### config.mk
export PLATFORM = sky130hd
export DESIGN_NAME = iconv_back
export DESIGN_NICKNAME = d
export VERILOG_FILES = /design/src/rtl/iconv_pkg.sv /design/src/rtl/iconv_back.sv
export SDC_FILE = /design/constraint.sdc
export NUM_CORES = 1
export LEC_CHECK = 0
export BUFFER_PORTS_ARGS = -buffer_cell sky130_fd_sc_hd__buf_2
export CORE_ASPECT_RATIO = 1.2
export CORE_MARGIN = 2
export CORE_UTILIZATION = 50
export CTS_BUF_LIST = sky130_fd_sc_hd__clkbuf_2 sky130_fd_sc_hd__clkbuf_4 sky130_fd_sc_hd__clkbuf_8
export DETAILED_ROUTE_END_ITERATION = 10
export PLACE_DENSITY = 0.83
export SLEW_MARGIN = 10
export SYNTH_ARGS = -nofsm -noshare
export SYNTH_HDL_FRONTEND = slang
export SYNTH_SLANG_ARGS = --single-unit
### constraint.sdc
create_clock -name clock -period 4.8 [get_ports clock]
set_input_delay 0.96 -clock clock [delete_from_list [all_inputs] [get_ports clock]]
set_output_delay 0.96 -clock clock [all_outputs]
set_load 0.03 [all_outputs]
### src/rtl/iconv_pkg.sv
`timescale 1ns / 1ps

package iconv_pkg;

   localparam int MAX_LINE     = 1024;
   localparam int HEIGHT_LIMIT = 1024;
   localparam int LINE_AW      = $clog2(MAX_LINE);
   localparam int ROW_AW       = $clog2(HEIGHT_LIMIT);
   localparam int PIX_W        = 8;
   localparam int POS_W        = 10;
   localparam int SIZE_W       = 11;
   // wide enough for the clamped sizes and for the counters plus one
   localparam int CNT_W        = (LINE_AW + 1 > SIZE_W) ? LINE_AW + 1 : SIZE_W;
   localparam int COLUMN_W     = 3 * PIX_W;

   localparam int QUEUE_DEPTH  = 4;
   localparam int QUEUE_AW     = $clog2(QUEUE_DEPTH);

   localparam int CSR_IDX_W    = 2;
   localparam logic [CSR_IDX_W-1:0] CSR_KERNEL_MODE  = 2'd0;
   localparam logic [CSR_IDX_W-1:0] CSR_FRAME_WIDTH  = 2'd1;
   localparam logic [CSR_IDX_W-1:0] CSR_FRAME_HEIGHT = 2'd2;

   localparam logic KERNEL_COL_DIFF  = 1'b0;
   localparam logic KERNEL_LAPLACIAN = 1'b1;

   localparam logic [SIZE_W-1:0] WIDTH_RESET  = 11'd1000;
   localparam logic [SIZE_W-1:0] HEIGHT_RESET = 11'd500;

   // one complete window with its centre position
   typedef struct packed {
      logic [COLUMN_W-1:0] col_a;   // oldest column
      logic [COLUMN_W-1:0] col_b;   // centre column
      logic [COLUMN_W-1:0] col_d;   // newest column
      logic [POS_W-1:0]    row;
      logic [POS_W-1:0]    col;
      logic                last;
   } window_type;

   function automatic logic [CNT_W-1:0] clamp_size(input logic [SIZE_W-1:0] v,
                                                   input int unsigned hi);
      logic [CNT_W-1:0] wide;
      wide = CNT_W'(v);
      if (wide < CNT_W'(3)) return CNT_W'(3);
      if (wide > CNT_W'(hi)) return CNT_W'(hi);
      return wide;
   endfunction

endpackage

### src/rtl/iconv_back.sv
`timescale 1ns / 1ps

module iconv_back (
   input  logic                        clock,
   input  logic                        reset,
   input  logic                        kernel_mode,
   input  iconv_pkg::window_type       q_rdata,
   input  logic                        q_nonempty,
   output logic                        q_pop,
   output logic                        empty,
   input  logic                        pop,
   output logic [iconv_pkg::PIX_W-1:0] rsp_out_pixel,
   output logic [iconv_pkg::POS_W-1:0] rsp_out_row,
   output logic [iconv_pkg::POS_W-1:0] rsp_out_col,
   output logic                        rsp_out_last
);

   logic                        take;
   logic [iconv_pkg::PIX_W-1:0] a_t, a_m, a_b, b_t, b_m, b_b, d_t, d_m, d_b;
   logic [iconv_pkg::PIX_W-1:0] sum;

   logic                        valid_ff, valid_in;
   logic [iconv_pkg::PIX_W-1:0] pix_ff;
   logic [iconv_pkg::POS_W-1:0] row_ff;
   logic [iconv_pkg::POS_W-1:0] col_ff;
   logic                        last_ff;

   assign {a_t, a_m, a_b} = q_rdata.col_a;
   assign {b_t, b_m, b_b} = q_rdata.col_b;
   assign {d_t, d_m, d_b} = q_rdata.col_d;

   // all terms wrap at 8 bits, same as the low byte of the full sum
   always_comb begin
      case (kernel_mode)
         iconv_pkg::KERNEL_COL_DIFF:  sum = (a_t + a_m + a_b) - (d_t + d_m + d_b);
         iconv_pkg::KERNEL_LAPLACIAN: sum = {b_m[5:0], 2'b00} - b_t - b_b - a_m - d_m;
         default:                     sum = '0;
      endcase
   end

   assign take     = q_nonempty && (!valid_ff || pop);
   assign q_pop    = take;
   assign valid_in = take ? 1'b1 : (pop ? 1'b0 : valid_ff);

   always_ff @(posedge clock) begin
      if (reset) begin
         valid_ff <= 1'b0;
      end else begin
         valid_ff <= valid_in;
      end
   end

   always_ff @(posedge clock) begin
      if (take) begin
         pix_ff  <= sum;
         row_ff  <= q_rdata.row;
         col_ff  <= q_rdata.col;
         last_ff <= q_rdata.last;
      end
   end

   assign empty         = !valid_ff;
   assign rsp_out_pixel = pix_ff;
   assign rsp_out_row   = row_ff;
   assign rsp_out_col   = col_ff;
   assign rsp_out_last  = last_ff;

   a_hold_stalled: assert property (@(posedge clock) disable iff (reset)
      (valid_ff && !pop) |=> (valid_ff && $stable(row_ff) && $stable(col_ff)))
      else $error("result register changed while stalled");

   a_take_room: assert property (@(posedge clock) disable iff (reset)
      take |-> (!valid_ff || pop))
      else $error("result register overwritten");

   a_fill_after_take: assert property (@(posedge clock) disable iff (reset)
      take |=> valid_ff)
      else $error("taken window lost");

endmodule

==> reports/metrics.csv <==
stage;metric;value;unit
synthesis;yosysWarnings;0;
clock_network;clockBufferDepth;2;
routing;via_count;2172;
pwr;ir_drop;0.193;mV
floorplan;ioPinCount;129;
run;max-cap-violations;0;
pwr;power_frac_clock;18.4;%
timing;period_share;89.5;%
run_status;status;finished, final reports clean;
clock_network;htree_levels;2;
place;gp_congestion;0.760;
pwr;p_seq_share;22.9;%
routing;drcViolationCount;0;
global_route;grt-ovfl-total;0;
clock_network;clock-sinks;30;
routing;detail_route.first_pass.iterations;4;
place;placed_area;3680;um2
global_route;grt_pass1_wl;8.99;mm
worst_setup_path;slowest_stage;fa_1;
global_route;use_met3;3.22;%
worst_setup_path;r2r_slack;3.66;ns
clock_network;clkTransAtPathRegs;0.06;ns
global_route;grt_use_met2;37.9;%
pwr;switching_share;38.7;%
routing;vias_per_cell;4.55;
hold_path;holdPathEnd;valid_ff;
worst_setup_path;cp-start-kind;primary input;
clock_network;cts_made_buffers;5;
synthesis;synth_edf_count;29;
worst_setup_path;crit_family;adder cells;
synthesis;synth_area_per_cell;11.2;um2
timing;max_freq;0.233;GHz
global_route;antenna_found_initial;0;
synthesis;synth-seq-area-share;30.2;%
worst_setup_path;critical_path_depth;15;
global_route;top_usage_layer;met2;
final_layout;final_cell_mix;buf_2, inv_1, fa_1;
final_layout;drive_above_1_share;35.0;%
final_layout;nets;558;
global_route;grt_max_degree;31;
timing;final_max_slew_viol_count;0;
place;dp_hpwl;4.99;mm
worst_setup_path;path_class;primary input to flip-flop;
final_layout;multi_input_area;1690;um2
synthesis;synth_ff_type;edfxtp_1;
timing;finalClockSkew;0.00228;ns
clock_network;cts_root_buf;clkbuf_8;
worst_setup_path;crit_buf_inv;5;
timing;rsz0062_at_grt;no;
synthesis;netlist_area;2950;um2
synthesis;async_flop_share;0;%
worst_setup_path;worstReg2RegEnd;rsp_out_pixel[5];
final_layout;area_delta_synth_final;29.6;%
final_layout;stdcell_count;477;
synthesis;syn_inst;263;
pwr;power_leakage;2.07;nW
global_route;gr-usage-met1;16.2;%
routing;drtAntennaViolNets;0;
synthesis;synth_area_leaders;fa_1, edfxtp_1, inv_1, ha_1, xnor2_1;
timing;post-route-min-period;4.30;ns
global_route;grt_pass1_vias;2338;
worst_setup_path;worstPathCellList;buf_2 > inv_1 > fa_1 > inv_1 > fa_1 > inv_1 > fa_1 > inv_1 > ha_1 > fa_1 > a211oi_1 > o21bai_1 > a21oi_2 > xnor2_1 > mux2i_1;
final_layout;layout_commonest_cell;buf_2;
clock_network;holdBufCountCts;0;
floorplan;start_util;52.0;%
routing;wl;5.56;mm
pwr;p_switching;617;uW
hold_path;hold_start;valid_ff;
final_layout;seqCellArea;891;um2
clock_network;cts_tree;yes;
worst_setup_path;max_stage_delay;0.53;ns
timing;setup_tns;0;ns
synthesis;ys_ff_latch;30;
clock_network;cts_resized;0;
floorplan;core;5670;um2
timing;slew_headroom;70.6;%
hold_path;hold_depth;2;
worst_setup_path;reg2regPathDepth;2;
synthesis;synth_top_area_share;31.3;%
synthesis;synth_area_leader_cell;fa_1;
pwr;powerDensity;417;nW/um2
final_layout;n_fill_cell;425;
timing;tightest_slew;0.438;ns
routing;wl_per_cell;11.6;um
clock_network;worst_skew_pair.late_latency;0.27;ns
synthesis;syn_nets;425;
timing;hold_violations;0;
worst_setup_path;path_max_fanout;3;
hold_path;hold_class;flip-flop to flip-flop;
place;dp.cells;469;
final_layout;final_cell_area;3820;um2
floorplan;num_rows;30;
worst_setup_path;crit_path_end_kind;flip-flop;
synthesis;synth_cell_types;29;
clock_network;cts_setup_buffers;0;
final_layout;antenna_cells;0;
worst_setup_path;timing.rr.start;valid_ff;
worst_setup_path;cp.arrival;4.32;ns
floorplan;die-area;6520;um2
pwr;p_int;975;uW
pwr;combPwrFrac;58.7;%
routing;drt_iter0_markers;38;
floorplan;die_w;74.1;um
timing;setup_violations;0;
worst_setup_path;crit_required;4.82;ns
place;io_buffers;126;
floorplan;die_y;88.1;um
global_route;grtUsageTotal;17.8;%
[tightest hold or removal path: stages (launching register included)]
cell	delay, ns
dfxtp_1	0.33
a21oi_1	0.13
nor2_1	0.04
[cell type report]
type	count	share of cell area, %
multi-input combinational	135	44.3
sequential	30	23.3
timing repair buffer	127	16.7
inverter	97	9.54
tap	80	2.62
clock buffer	5	1.80
clock inverter	3	1.67
[per-layer routing]
layer | share of wire, % | up-vias
met4 | 2.1 | 0
li1 | - | 1054
met5 | 0 | -
met3 | 4.2 | 13
met2 | 61 | 74
met1 | 32 | 1031
[cells by family after synthesis]
kind of cell / after synthesis / synth area share (%)
buf+inv: 98 / 12.5
fa+ha+maj: 64 / 38.9
flops: 30 / 30.2
compound gates: 28 / 6.25
xor+xnor: 22 / 7.65
simple gates: 16 / 2.68
mux: 5 / 1.78
[cell usage after synthesis, drive strengths merged (2+ instances only)]
| master | instances |
|---|---|
| fa | 46 |
| ha | 18 |
| a21oi | 9 |
| xor2 | 5 |
| nor2 | 7 |
| inv | 97 |
| mux2 | 2 |
| nand2 | 3 |
| xnor2 | 16 |
| edfxtp | 29 |
| mux2i | 3 |
| a211oi | 3 |
| nor3b | 3 |
| a21o | 7 |
| o21ai | 3 |
[sequential cells by signal (all words and copies together), names as in the netlist]
register and count:
rsp_out_row 10, rsp_out_col 10, rsp_out_pixel 8, valid_ff 1, rsp_out_last 1
[power groups by stage]
stage / combinational, mW / clock, mW / sequential [mW]
5_1_grt: 1.06 / 0.310 / 0.369
3_5_place_dp: 0.939 / 0 / 0.370
3_3_place_gp: 0.905 / 0 / 0.369
4_1_cts: 0.943 / 0.299 / 0.365
2_1_floorplan: 0.634 / 0 / 0.458
6_report: 0.934 / 0.293 / 0.364
[metrics by stage]
step           hold slack, ns  worst slack (ns)  power (mW)  utilization [%]
2_1_floorplan           0.468            0.0572        1.09                -
3_3_place_gp            0.507             0.257        1.27             65.0
3_5_place_dp            0.535             0.233        1.31             65.0
4_1_cts                 0.550             0.510        1.61             67.3
5_1_grt                 0.583             0.377        1.74             67.3
6_report                0.547             0.503        1.59             67.3
[worst max-delay path by stage]
stage | start | endpoint | slack, ns
final | q_rdata[78] | rsp_out_pixel[7] | 0.50
after detailed placement | q_rdata[78] | rsp_out_pixel[7] | 0.23
after floorplan | pop | q_pop | 0.06
after global placement | q_rdata[38] | rsp_out_pixel[7] | 0.26
after CTS | q_rdata[78] | rsp_out_pixel[7] | 0.51
after global routing | q_rdata[78] | rsp_out_pixel[7] | 0.38
Note: power is estimated with default switching activity, not from simulation.
