### src/rtl/iconv_pkg.sv
`timescale 1ns / 1ps

package iconv_pkg;

   localparam int MAX_LINE     = 1024;
   localparam int HEIGHT_LIMIT = 1024;
   localparam int LINE_AW      = $clog2(MAX_LINE);
   localparam int ROW_AW       = $clog2(HEIGHT_LIMIT);
   localparam int PIX_W        = 8;
   localparam int POS_W        = 10;
   localparam int SIZE_W       = 11;
   // wide enough for the clamped sizes and for the counters plus one
   localparam int CNT_W        = (LINE_AW + 1 > SIZE_W) ? LINE_AW + 1 : SIZE_W;
   localparam int COLUMN_W     = 3 * PIX_W;

   localparam int QUEUE_DEPTH  = 4;
   localparam int QUEUE_AW     = $clog2(QUEUE_DEPTH);

   localparam int CSR_IDX_W    = 2;
   localparam logic [CSR_IDX_W-1:0] CSR_KERNEL_MODE  = 2'd0;
   localparam logic [CSR_IDX_W-1:0] CSR_FRAME_WIDTH  = 2'd1;
   localparam logic [CSR_IDX_W-1:0] CSR_FRAME_HEIGHT = 2'd2;

   localparam logic KERNEL_COL_DIFF  = 1'b0;
   localparam logic KERNEL_LAPLACIAN = 1'b1;

   localparam logic [SIZE_W-1:0] WIDTH_RESET  = 11'd1000;
   localparam logic [SIZE_W-1:0] HEIGHT_RESET = 11'd500;

   // one complete window with its centre position
   typedef struct packed {
      logic [COLUMN_W-1:0] col_a;   // oldest column
      logic [COLUMN_W-1:0] col_b;   // centre column
      logic [COLUMN_W-1:0] col_d;   // newest column
      logic [POS_W-1:0]    row;
      logic [POS_W-1:0]    col;
      logic                last;
   } window_type;

   function automatic logic [CNT_W-1:0] clamp_size(input logic [SIZE_W-1:0] v,
                                                   input int unsigned hi);
      logic [CNT_W-1:0] wide;
      wide = CNT_W'(v);
      if (wide < CNT_W'(3)) return CNT_W'(3);
      if (wide > CNT_W'(hi)) return CNT_W'(hi);
      return wide;
   endfunction

endpackage

### src/rtl/iconv_queue.sv
`timescale 1ns / 1ps

module iconv_queue (
   input  logic                         clock,
   input  logic                         reset,
   input  logic                         q_push,
   input  iconv_pkg::window_type        q_wdata,
   input  logic                         q_pop,
   output iconv_pkg::window_type        q_rdata,
   output logic                         q_nonempty,
   output logic [iconv_pkg::QUEUE_AW:0] q_level
);

   iconv_pkg::window_type slot_ff [iconv_pkg::QUEUE_DEPTH];

   logic [iconv_pkg::QUEUE_AW-1:0] wptr_ff, wptr_in;
   logic [iconv_pkg::QUEUE_AW-1:0] rptr_ff, rptr_in;
   logic [iconv_pkg::QUEUE_AW:0]   count_ff, count_in;

   assign wptr_in  = q_push ? wptr_ff + 1'b1 : wptr_ff;
   assign rptr_in  = q_pop  ? rptr_ff + 1'b1 : rptr_ff;
   assign count_in = count_ff + (iconv_pkg::QUEUE_AW+1)'(q_push)
                             - (iconv_pkg::QUEUE_AW+1)'(q_pop);

   always_ff @(posedge clock) begin
      if (reset) begin
         wptr_ff  <= '0;
         rptr_ff  <= '0;
         count_ff <= '0;
      end else begin
         wptr_ff  <= wptr_in;
         rptr_ff  <= rptr_in;
         count_ff <= count_in;
      end
   end

   always_ff @(posedge clock) begin
      if (q_push) begin
         slot_ff[wptr_ff] <= q_wdata;
      end
   end

   assign q_rdata    = slot_ff[rptr_ff];
   assign q_nonempty = count_ff != '0;
   assign q_level    = count_ff;

   a_pop_nonempty: assert property (@(posedge clock) disable iff (reset)
      q_pop |-> q_nonempty)
      else $error("pop from empty queue");

   a_count_bound: assert property (@(posedge clock) disable iff (reset)
      count_ff <= (iconv_pkg::QUEUE_AW+1)'(iconv_pkg::QUEUE_DEPTH))
      else $error("queue count beyond depth");

   a_ptr_track: assert property (@(posedge clock) disable iff (reset)
      (count_ff != (iconv_pkg::QUEUE_AW+1)'(iconv_pkg::QUEUE_DEPTH))
         |-> (iconv_pkg::QUEUE_AW'(wptr_ff - rptr_ff) == iconv_pkg::QUEUE_AW'(count_ff)))
      else $error("queue pointers disagree with count");

endmodule

### config.mk
export PLATFORM = sky130hd
export DESIGN_NAME = iconv_queue
export DESIGN_NICKNAME = d
export VERILOG_FILES = /design/src/rtl/iconv_pkg.sv /design/src/rtl/iconv_queue.sv
export SDC_FILE = /design/constraint.sdc
export NUM_CORES = 1
export LEC_CHECK = 0
export ABC_AREA = 1
export BUFFER_PORTS_ARGS = -buffer_cell sky130_fd_sc_hd__buf_2
export CELL_PAD_IN_SITES_DETAIL_PLACEMENT = 0
export CELL_PAD_IN_SITES_GLOBAL_PLACEMENT = 1
export CORE_MARGIN = 2
export CORE_UTILIZATION = 30
export DETAILED_ROUTE_END_ITERATION = 10
export GPL_ROUTABILITY_DRIVEN = 0
export PLACE_DENSITY_LB_ADDON = 0.1
export SKIP_LAST_GASP = 1
export SYNTH_ARGS = -nofsm -noshare
export SYNTH_HDL_FRONTEND = slang
export SYNTH_SLANG_ARGS = --single-unit
### constraint.sdc
create_clock -name clock -period 2.7 [get_ports clock]
set_input_delay 0.405 -clock clock [delete_from_list [all_inputs] [get_ports clock]]
set_output_delay 0.405 -clock clock [all_outputs]
set_load 0.01 [all_outputs]
==> impl_metrics.ini, run 1 <==
[sta]
fin_ws_ns = 0.273
period_share_pct = 89.9
fmax_mhz = 412
finalSetupViolations = 0
rsz0062_at_grt = false
fin_skew_ns = 0.00994
fin_tns_setup_ns = 0
finalHoldViolations = 0
maxSlewViolCount = 0
min_period_ns = 2.43
max-slew-margin-rel_pct = 64.3
worstMarginPinSlew_ns = 0.535

[synth]
synth_top_area_share_pct = 74.6
ys_top_cells_by_count = edfxtp_1 (372), inv_1 (202), nand2_1 (194)
yosysSeqAreaShare_pct = 75.8
ys_ff_latch = 381
synth_most_common_cell = edfxtp_1
yosysWarnings = 0
syn_nets = 1244
synth.distinct_cells = 14
syn-instance-count = 1140
synth_edf_count = 372
netlist_area_sq_um = 15000
synth.top_cells.by_area = edfxtp_1 (75%), inv_1 (5.1%), nand2_1 (4.9%), o211ai_1 (4.7%), a21oi_1 (3.3%)
synth_top_area_cell = edfxtp_1
avgSynthCellArea_sq_um = 13.1
synth_ff_type = edfxtp_1
synth-async-reset-ratio_pct = 0

[critical_path]
startpoint_type = flop
endpoint_kind = output pin
critical_path_arrival_ns = 2.02
crit_required_ns = 2.30
crit_type = flop to output pin
path_max_fanout = 117
ff2ff_setup_slack_ns = 1.13

[layout]
postLayoutCellArea_sq_um = 18200
antenna_cells = 0
nNetsFinal = 1448
fin_util_pct = 37.0
area_growth_syn_to_layout_pct = 21.5
drive_gt1_share_pct = 20.4

[power]
power_switching_share_pct = 22.9
finalPower_mw = 13.7
max-vdd-ir-drop_mv = 0.767
comb_power_share_pct = 9.2
power.density_nw_per_um2 = 752
leakagePower_nw = 6.97
seq_power_share_pct = 49.9
p_switching_mw = 3.14
p_int_mw = 10.6
clkPwrFrac_pct = 40.9

[route]
wirelength_um = 32800
avgRoutedWirePerCell_um = 16.1
drcViolationCount = 0
vias = 8737
final_antenna_net_count = 0
drt_first_iter_violations = 430
drt_first_pass_iters = 5
viasPerCell = 4.28

[placed_design]
dpl.hpwl_um = 19000
pre_cts_slack_ns = 0.789
port_buffers = 193
placed_area_sq_um = 16800

[die]
die_w_um = 227
rows = 81
die_y_um = 227
start_util_pct = 30.5
dieArea_sq_um = 51700
core_area_sq_um = 49200
io_pins = 194

[clock_tree]
cts_tree = yes
numCtsBuffers = 45
cts_sinks = 381
path_clk_slew_ns = 0.05
holdBufCountCts = 1
post_cts.repair.setup_buffers = 0
root_buffer = clkbuf_16
clock_latency_ns = 0.56
htreeDepth = 2
cts_resized = 0
clockBufferDepth = 3

[outcome]
status = completed

[run]
maxCapViolCount = 0

[global_routing]
grt_max_degree = 118
antenna_found_initial = 2
overflow = 0
grt_usage_pct = 12.6
grt_pass1_wl_um = 49100
grt_pass1_vias = 8395

[worst_hold_path]
hold_class = input port to flop
[registers in the layout, indices dropped and copies added (netlist names), named ones only]
name	flops
q_level	3
rptr_ff	2
wptr_ff	2
slot_ff	372
[layer usage]
layer  up-vias  track usage, %  share of wire (%)
li1       4381               -                  -
met1      4139            16.7                 46
met2       158            20.7                 48
met3        55            2.65                4.4
met4         4            4.47                2.1
met5         -               0              0.070
[metrics by stage]
stage | hold WS [ns] | cells
2_1_floorplan | 0.436 | 1140
3_3_place_gp | 0.438 | 1960
3_5_place_dp | 0.443 | 1960
4_1_cts | 0.0108 | 2039
5_1_grt | 0.0318 | 2039
6_report | 0.0580 | 2039
[placed cells by master, fill, tap and decap left out]
| cell | instances |
|---|---|
| bufinv_16 | 2 |
| clkinv_1 | 8 |
| dlygate4sd3_1 | 1 |
| nand2_1 | 194 |
| edfxtp_1 | 372 |
| ha_1 | 6 |
| dfxtp_4 | 2 |
| buf_2 | 193 |
| o21ai_0 | 97 |
| o211ai_1 | 93 |
| clkbuf_16 | 47 |
| clkbuf_1 | 14 |
| a21oi_1 | 99 |
| inv_1 | 198 |
| buf_12 | 16 |
| clkinvlp_4 | 5 |
| inv_6 | 1 |
| nand3_1 | 2 |
| dfxtp_1 | 7 |
| nor2_1 | 3 |
| fa_1 | 1 |
| buf_4 | 9 |
| clkinv_2 | 5 |
[critical path, stage by stage, from the launching register on]
cell and delay (ns):
dfxtp_4 0.50, buf_12 0.38, a21oi_1 0.13, o21ai_0 0.13, nand2_1 0.08, buf_2 0.14
[cells by family (layout without fill, tap and decap cells)]
| group | after synthesis | count (layout) | synth area share, % |
|---|---|---|---|
| and+or+nand+nor | 199 | 199 | 5.00 |
| AOI/OAI and AO/OA | 289 | 289 | 11.2 |
| adders and majority gates | 7 | 7 | 0.635 |
| DFF | 381 | 381 | 75.8 |
| buffers and inverters | 264 | 499 | 7.40 |
[area by class of cell]
type | count | area, sq um
Tap cell | 664 | 831
Clock inverter | 17 | 131
Timing Repair Buffer | 219 | 1360
Sequential cell | 381 | 11400
Inverter | 202 | 773
Fill cell | 4768 | 30900
Clock buffer | 61 | 1230
Multi-Input combinational cell | 495 | 2520
[path summary, 6_finish.rpt]
kind	cells after the start	start	endpoint
hold / removal	1	q_wdata[42]	slot_ff[2][42]
setup reg to reg	8	q_level[0]	q_level[2]
hold reg to reg	2	rptr_ff[1]	flop
setup / recovery	5	flop	q_rdata[55]
[power groups by stage]
stage	Clock, mW	Sequential (mW)	Combinational (mW)
after floorplan	0	6.95	0.705
after global placement	0	6.96	1.30
after detailed placement	0	6.96	1.31
after CTS	5.82	6.84	1.31
after global routing	6.03	6.86	1.44
final	5.60	6.84	1.26
(Power assumes the default switching activity.)
==> inputs of run 2 (changes only) <==
Settings changed: CORE_UTILIZATION 30 to 25.
==> run 2 against run 1 <==
Compared with the run above: sequential power is essentially flat; final area grew 0.88%; highest routed layer unchanged; die area increased by 20%; fmax shrank 0.93%; via count barely moved; total power increased by 0.12%; largest cell class unchanged; largest power group unchanged; clock power barely moved.
==> impl_metrics.ini, run 2 (synthesized netlist as in run 1, its figures left out) <==
[outcome]
status = completed

[layout]
fin_cells = 2152
fin_util_pct = 31.1
final_common_cell = edfxtp_1
nNetsFinal = 1447
final_cell_mix = edfxtp_1 (372), inv_1 (198), nand2_1 (194), buf_2 (193), a21oi_1 (99)
drive_gt1_share_pct = 20.2
antenna_cells = 0
postLayoutCellArea_sq_um = 18400
largest_reg_flops = 372
regMostFlops = slot_ff
area_growth_syn_to_layout_pct = 22.6

[critical_path]
path_max_fanout = 55
worst_path_largest_cell_delay_ns = 0.66
cp_top_family = flip-flops
crit_type = flop to output pin
startpoint_type = flop
crit_buf_inv = 2
critPathSlowestCell = dfxtp_4
crit_cells = 5
reg2reg_to = slot_ff[0][42]
endpoint = q_rdata[3]
path_cells = buf_12 -> a21oi_1 -> o21ai_0 -> nand2_1 -> buf_2
ff2ff_setup_slack_ns = 0.60
critical_path_arrival_ns = 2.04
endpoint_kind = output pin
ff2ff_path_depth = 5
rr_startpoint = wptr_ff[0]
crit_required_ns = 2.30

[clock_tree]
post_cts.repair.setup_buffers = 0
holdBufCountCts = 1
cts_resized = 0
cts_sinks = 381
root_buffer = clkbuf_16
clock_latency_ns = 0.57
clockBufferDepth = 3
path_clk_slew_ns = 0.06
htreeDepth = 2
cts_tree = yes
numCtsBuffers = 45

[sta]
rsz0062_at_grt = false
fin_tns_setup_ns = 0
finalSetupViolations = 0
maxSlewViolCount = 0
min_period_ns = 2.45
fin_ws_ns = 0.250
fmax_mhz = 408
max-slew-margin-rel_pct = 49.2
fin_skew_ns = 0.0197
finalHoldViolations = 0
holdWs_ns = 0.0502
period_share_pct = 90.7
worstMarginPinSlew_ns = 0.760

[die]
die_w_um = 249
core_area_sq_um = 59100
die_y_um = 249
dieArea_sq_um = 61900
rows = 89
io_pins = 194
start_util_pct = 25.3

[power]
clkPwrFrac_pct = 40.7
finalPower_mw = 13.7
leakagePower_nw = 6.97
max-vdd-ir-drop_mv = 0.386
power.density_nw_per_um2 = 747
comb_power_share_pct = 9.4
power_switching_share_pct = 23.6
p_int_mw = 10.5
p_switching_mw = 3.24
seq_power_share_pct = 49.9

[placed_design]
pre_cts_slack_ns = 0.536
port_buffers = 193
placedCellCount = 2068
dpl.hpwl_um = 20100
placed_area_sq_um = 17000

[global_routing]
grt_usage_pct = 11.1
grt_pass1_wl_um = 52700
grt_pass1_vias = 8720
antenna_found_initial = 3
overflow = 0
grt_max_degree = 94

[route]
wirelength_um = 34700
avgRoutedWirePerCell_um = 16.1
vias = 8738
drcViolationCount = 0
drt_first_pass_iters = 4
viasPerCell = 4.06
final_antenna_net_count = 0
drt_first_iter_violations = 305

[worst_hold_path]
min_path_cells = 1
hold_class = input port to flop

[run]
maxCapViolCount = 0
## run 2: metal layers
metal	track usage, %	up-vias	part of all wire [%]
met1	14.0	4153	44
li1	-	4375	-
met3	3.08	61	4.9
met4	3.58	6	2.2
met2	18.5	143	48
met5	0	-	0.12
## run 2: layout make-up
cell class,instances,area [sq um]
inverter,202,773
fill,5967,40800
multi-input combinational,495,2520
clock inverter,24,133
sequential,381,11400
tap,773,967
timing repair buffer,218,1390
clock buffer,59,1220
## run 2: worst register-to-register path: cells and delay by family (launching register included)
kind	cells	cell delay (ns)
and+or+nand+nor	1	0.10
adders and majority gates	1	0.20
DFF	1	0.36
buffers and inverters	3	1.15
## run 2: worst min path at each step
stage / endpoint / start / slack, ns
3_5_place_dp: flop / rptr_ff[1] / 0.45
6_report: slot_ff[0][90] / q_wdata[90] / 0.05
5_1_grt: slot_ff[0][90] / q_wdata[90] / 0.02
3_3_place_gp: flop / rptr_ff[1] / 0.45
2_1_floorplan: flop / rptr_ff[1] / 0.44
4_1_cts: slot_ff[1][90] / q_wdata[90] / 0.004
## run 2: power groups by stage
stage                     clock (mW)  combinational (mW)  sequential [mW]
after floorplan                    0               0.705             6.95
after global placement             0                1.35             6.96
after detailed placement           0                1.35             6.96
after CTS                       5.82                1.35             6.84
after global routing            6.05                1.47             6.86
final                           5.58                1.29             6.84
==> inputs of run 3 (changes only) <==
Clock period 2.7 ns to 2.8 ns, I/O delays scaled along.
==> run 3 against run 2 <==
Compared with the run above: sequential share of layout area decreased by 0.050 points; cell count is 0.19% higher; core utilization barely moved; combinational power is 5% lower; critical path type unchanged; highest routed layer unchanged.
==> impl_metrics.ini, run 3 (synthesized netlist as in run 1, its figures left out) <==
[clock_tree]
holdBufCountCts = 0
cts_resized = 0
path_clk_slew_ns = 0.06
post_cts.repair.setup_buffers = 0
htreeDepth = 2
clockBufferDepth = 3
cts_sinks = 381
numCtsBuffers = 46
clock_latency_ns = 0.56
root_buffer = clkbuf_16
cts_tree = yes

[layout]
nNetsFinal = 1448
regMostFlops = slot_ff
seqCellArea_sq_um = 11400
final_cell_mix = edfxtp_1 (372), inv_1 (198), nand2_1 (194), buf_2 (193), a21oi_1 (99)
area_growth_syn_to_layout_pct = 22.7
multi_input_area_sq_um = 2520
fillers = 5920
largest_reg_flops = 372
postLayoutCellArea_sq_um = 18400
final_common_cell = edfxtp_1
drive_gt1_share_pct = 20.6

[worst_hold_path]
hold_path_end = q_level[0]
hold_class = input port to flop
hp-start = reset
min_path_cells = 2

[critical_path]
startpoint_type = flop
reg2reg_to = slot_ff[2][6]
crit_type = flop to output pin
path_max_fanout = 72
critical_path_arrival_ns = 1.97
ff2ff_setup_slack_ns = 1.05
ff2ff_path_depth = 5
rr_startpoint = wptr_ff[0]
endpoint_kind = output pin
crit_required_ns = 2.38

[sta]
finalHoldViolations = 0
min_period_ns = 2.39
fmax_mhz = 419
rsz0062_at_grt = false
holdWs_ns = 0.0503
period_share_pct = 85.2
fin_skew_ns = 0.0155
max-slew-margin-rel_pct = 53.2
maxSlewViolCount = 0
worstMarginPinSlew_ns = 0.701
finalSetupViolations = 0
fin_ws_ns = 0.415
fin_tns_setup_ns = 0

[power]
max-vdd-ir-drop_mv = 0.325
finalPower_mw = 13.5
leakagePower_nw = 7.01
power.density_nw_per_um2 = 734

[die]
core_area_sq_um = 59100
rows = 89
start_util_pct = 25.3
dieArea_sq_um = 61900
io_pins = 194
die_w_um = 249
die_y_um = 249

[run]
maxCapViolCount = 0

[route]
drt_first_pass_iters = 4
wirelength_um = 35500
drt_first_iter_violations = 345
drcViolationCount = 0
viasPerCell = 4.03
avgRoutedWirePerCell_um = 16.5
final_antenna_net_count = 0
vias = 8695

[placed_design]
dpl.hpwl_um = 20300
port_buffers = 193
pre_cts_slack_ns = 0.955
placed_area_sq_um = 16900

[global_routing]
overflow = 0
antenna_found_initial = 4
grt_pass1_vias = 8751
grt_usage_pct = 11.4
grt_max_degree = 105
grt_pass1_wl_um = 53500

[outcome]
status = completed
==> run 3: cell types whose count changed in the layout (fill, tap and decap cells not counted), sizes merged <==
cell,change
clkinvlp,-2
clkbuf,+2
bufinv,+1
buf,+1
clkinv,+1
dlygate4sd3,-1
diode,+2
==> run 3: stage by stage <==
| stage | instances | util, % |
|---|---|---|
| final | 2156 | 31.1 |
| after detailed placement | 2069 | 28.6 |
| after global placement | 2069 | 28.6 |
| after CTS | 2154 | 31.1 |
| after global routing | 2155 | 31.1 |
| after floorplan | 1140 | - |
==> run 3: final cells by class <==
class / count / area share [%]
tap: 773 / 5.26
timing repair buffer: 218 / 7.16
clock inverter: 24 / 0.823
multi-input combinational: 495 / 13.7
antenna: 2 / 0.0272
clock buffer: 61 / 7.02
inverter: 202 / 4.20
sequential: 381 / 61.8
==> run 3: worst max-delay path by stage <==
stage,start,endpoint,slack (ns)
3_3_place_gp,flop,q_rdata[1],0.96
4_1_cts,flop,q_rdata[90],0.31
6_report,flop,q_rdata[90],0.41
3_5_place_dp,flop,q_rdata[1],0.96
2_1_floorplan,wptr_ff[0],slot_ff[3][0],0.04
5_1_grt,flop,q_rdata[86],0.23
==> run 3: worst max-delay path, cell delays in order (launching register included) <==
cell and delay, ns:
dfxtp_4 0.53, buf_12 0.35, a21oi_1 0.08, o21ai_0 0.09
nand2_1 0.12, buf_2 0.16
==> run 3: where the power goes <==
| part | switching [mW] | internal, mW |
|---|---|---|
| Sequential | 0.0639 | 6.53 |
| Combinational | 0.815 | 0.420 |
| Clock | 2.26 | 3.40 |
| Total | 3.14 | 10.3 |
==> run 3: metal layers <==
metal,GRT usage [%],share of wire [%]
met5,0,0.053
met4,3.55,2.0
met3,3.00,4.7
met2,19.3,48
met1,14.1,45
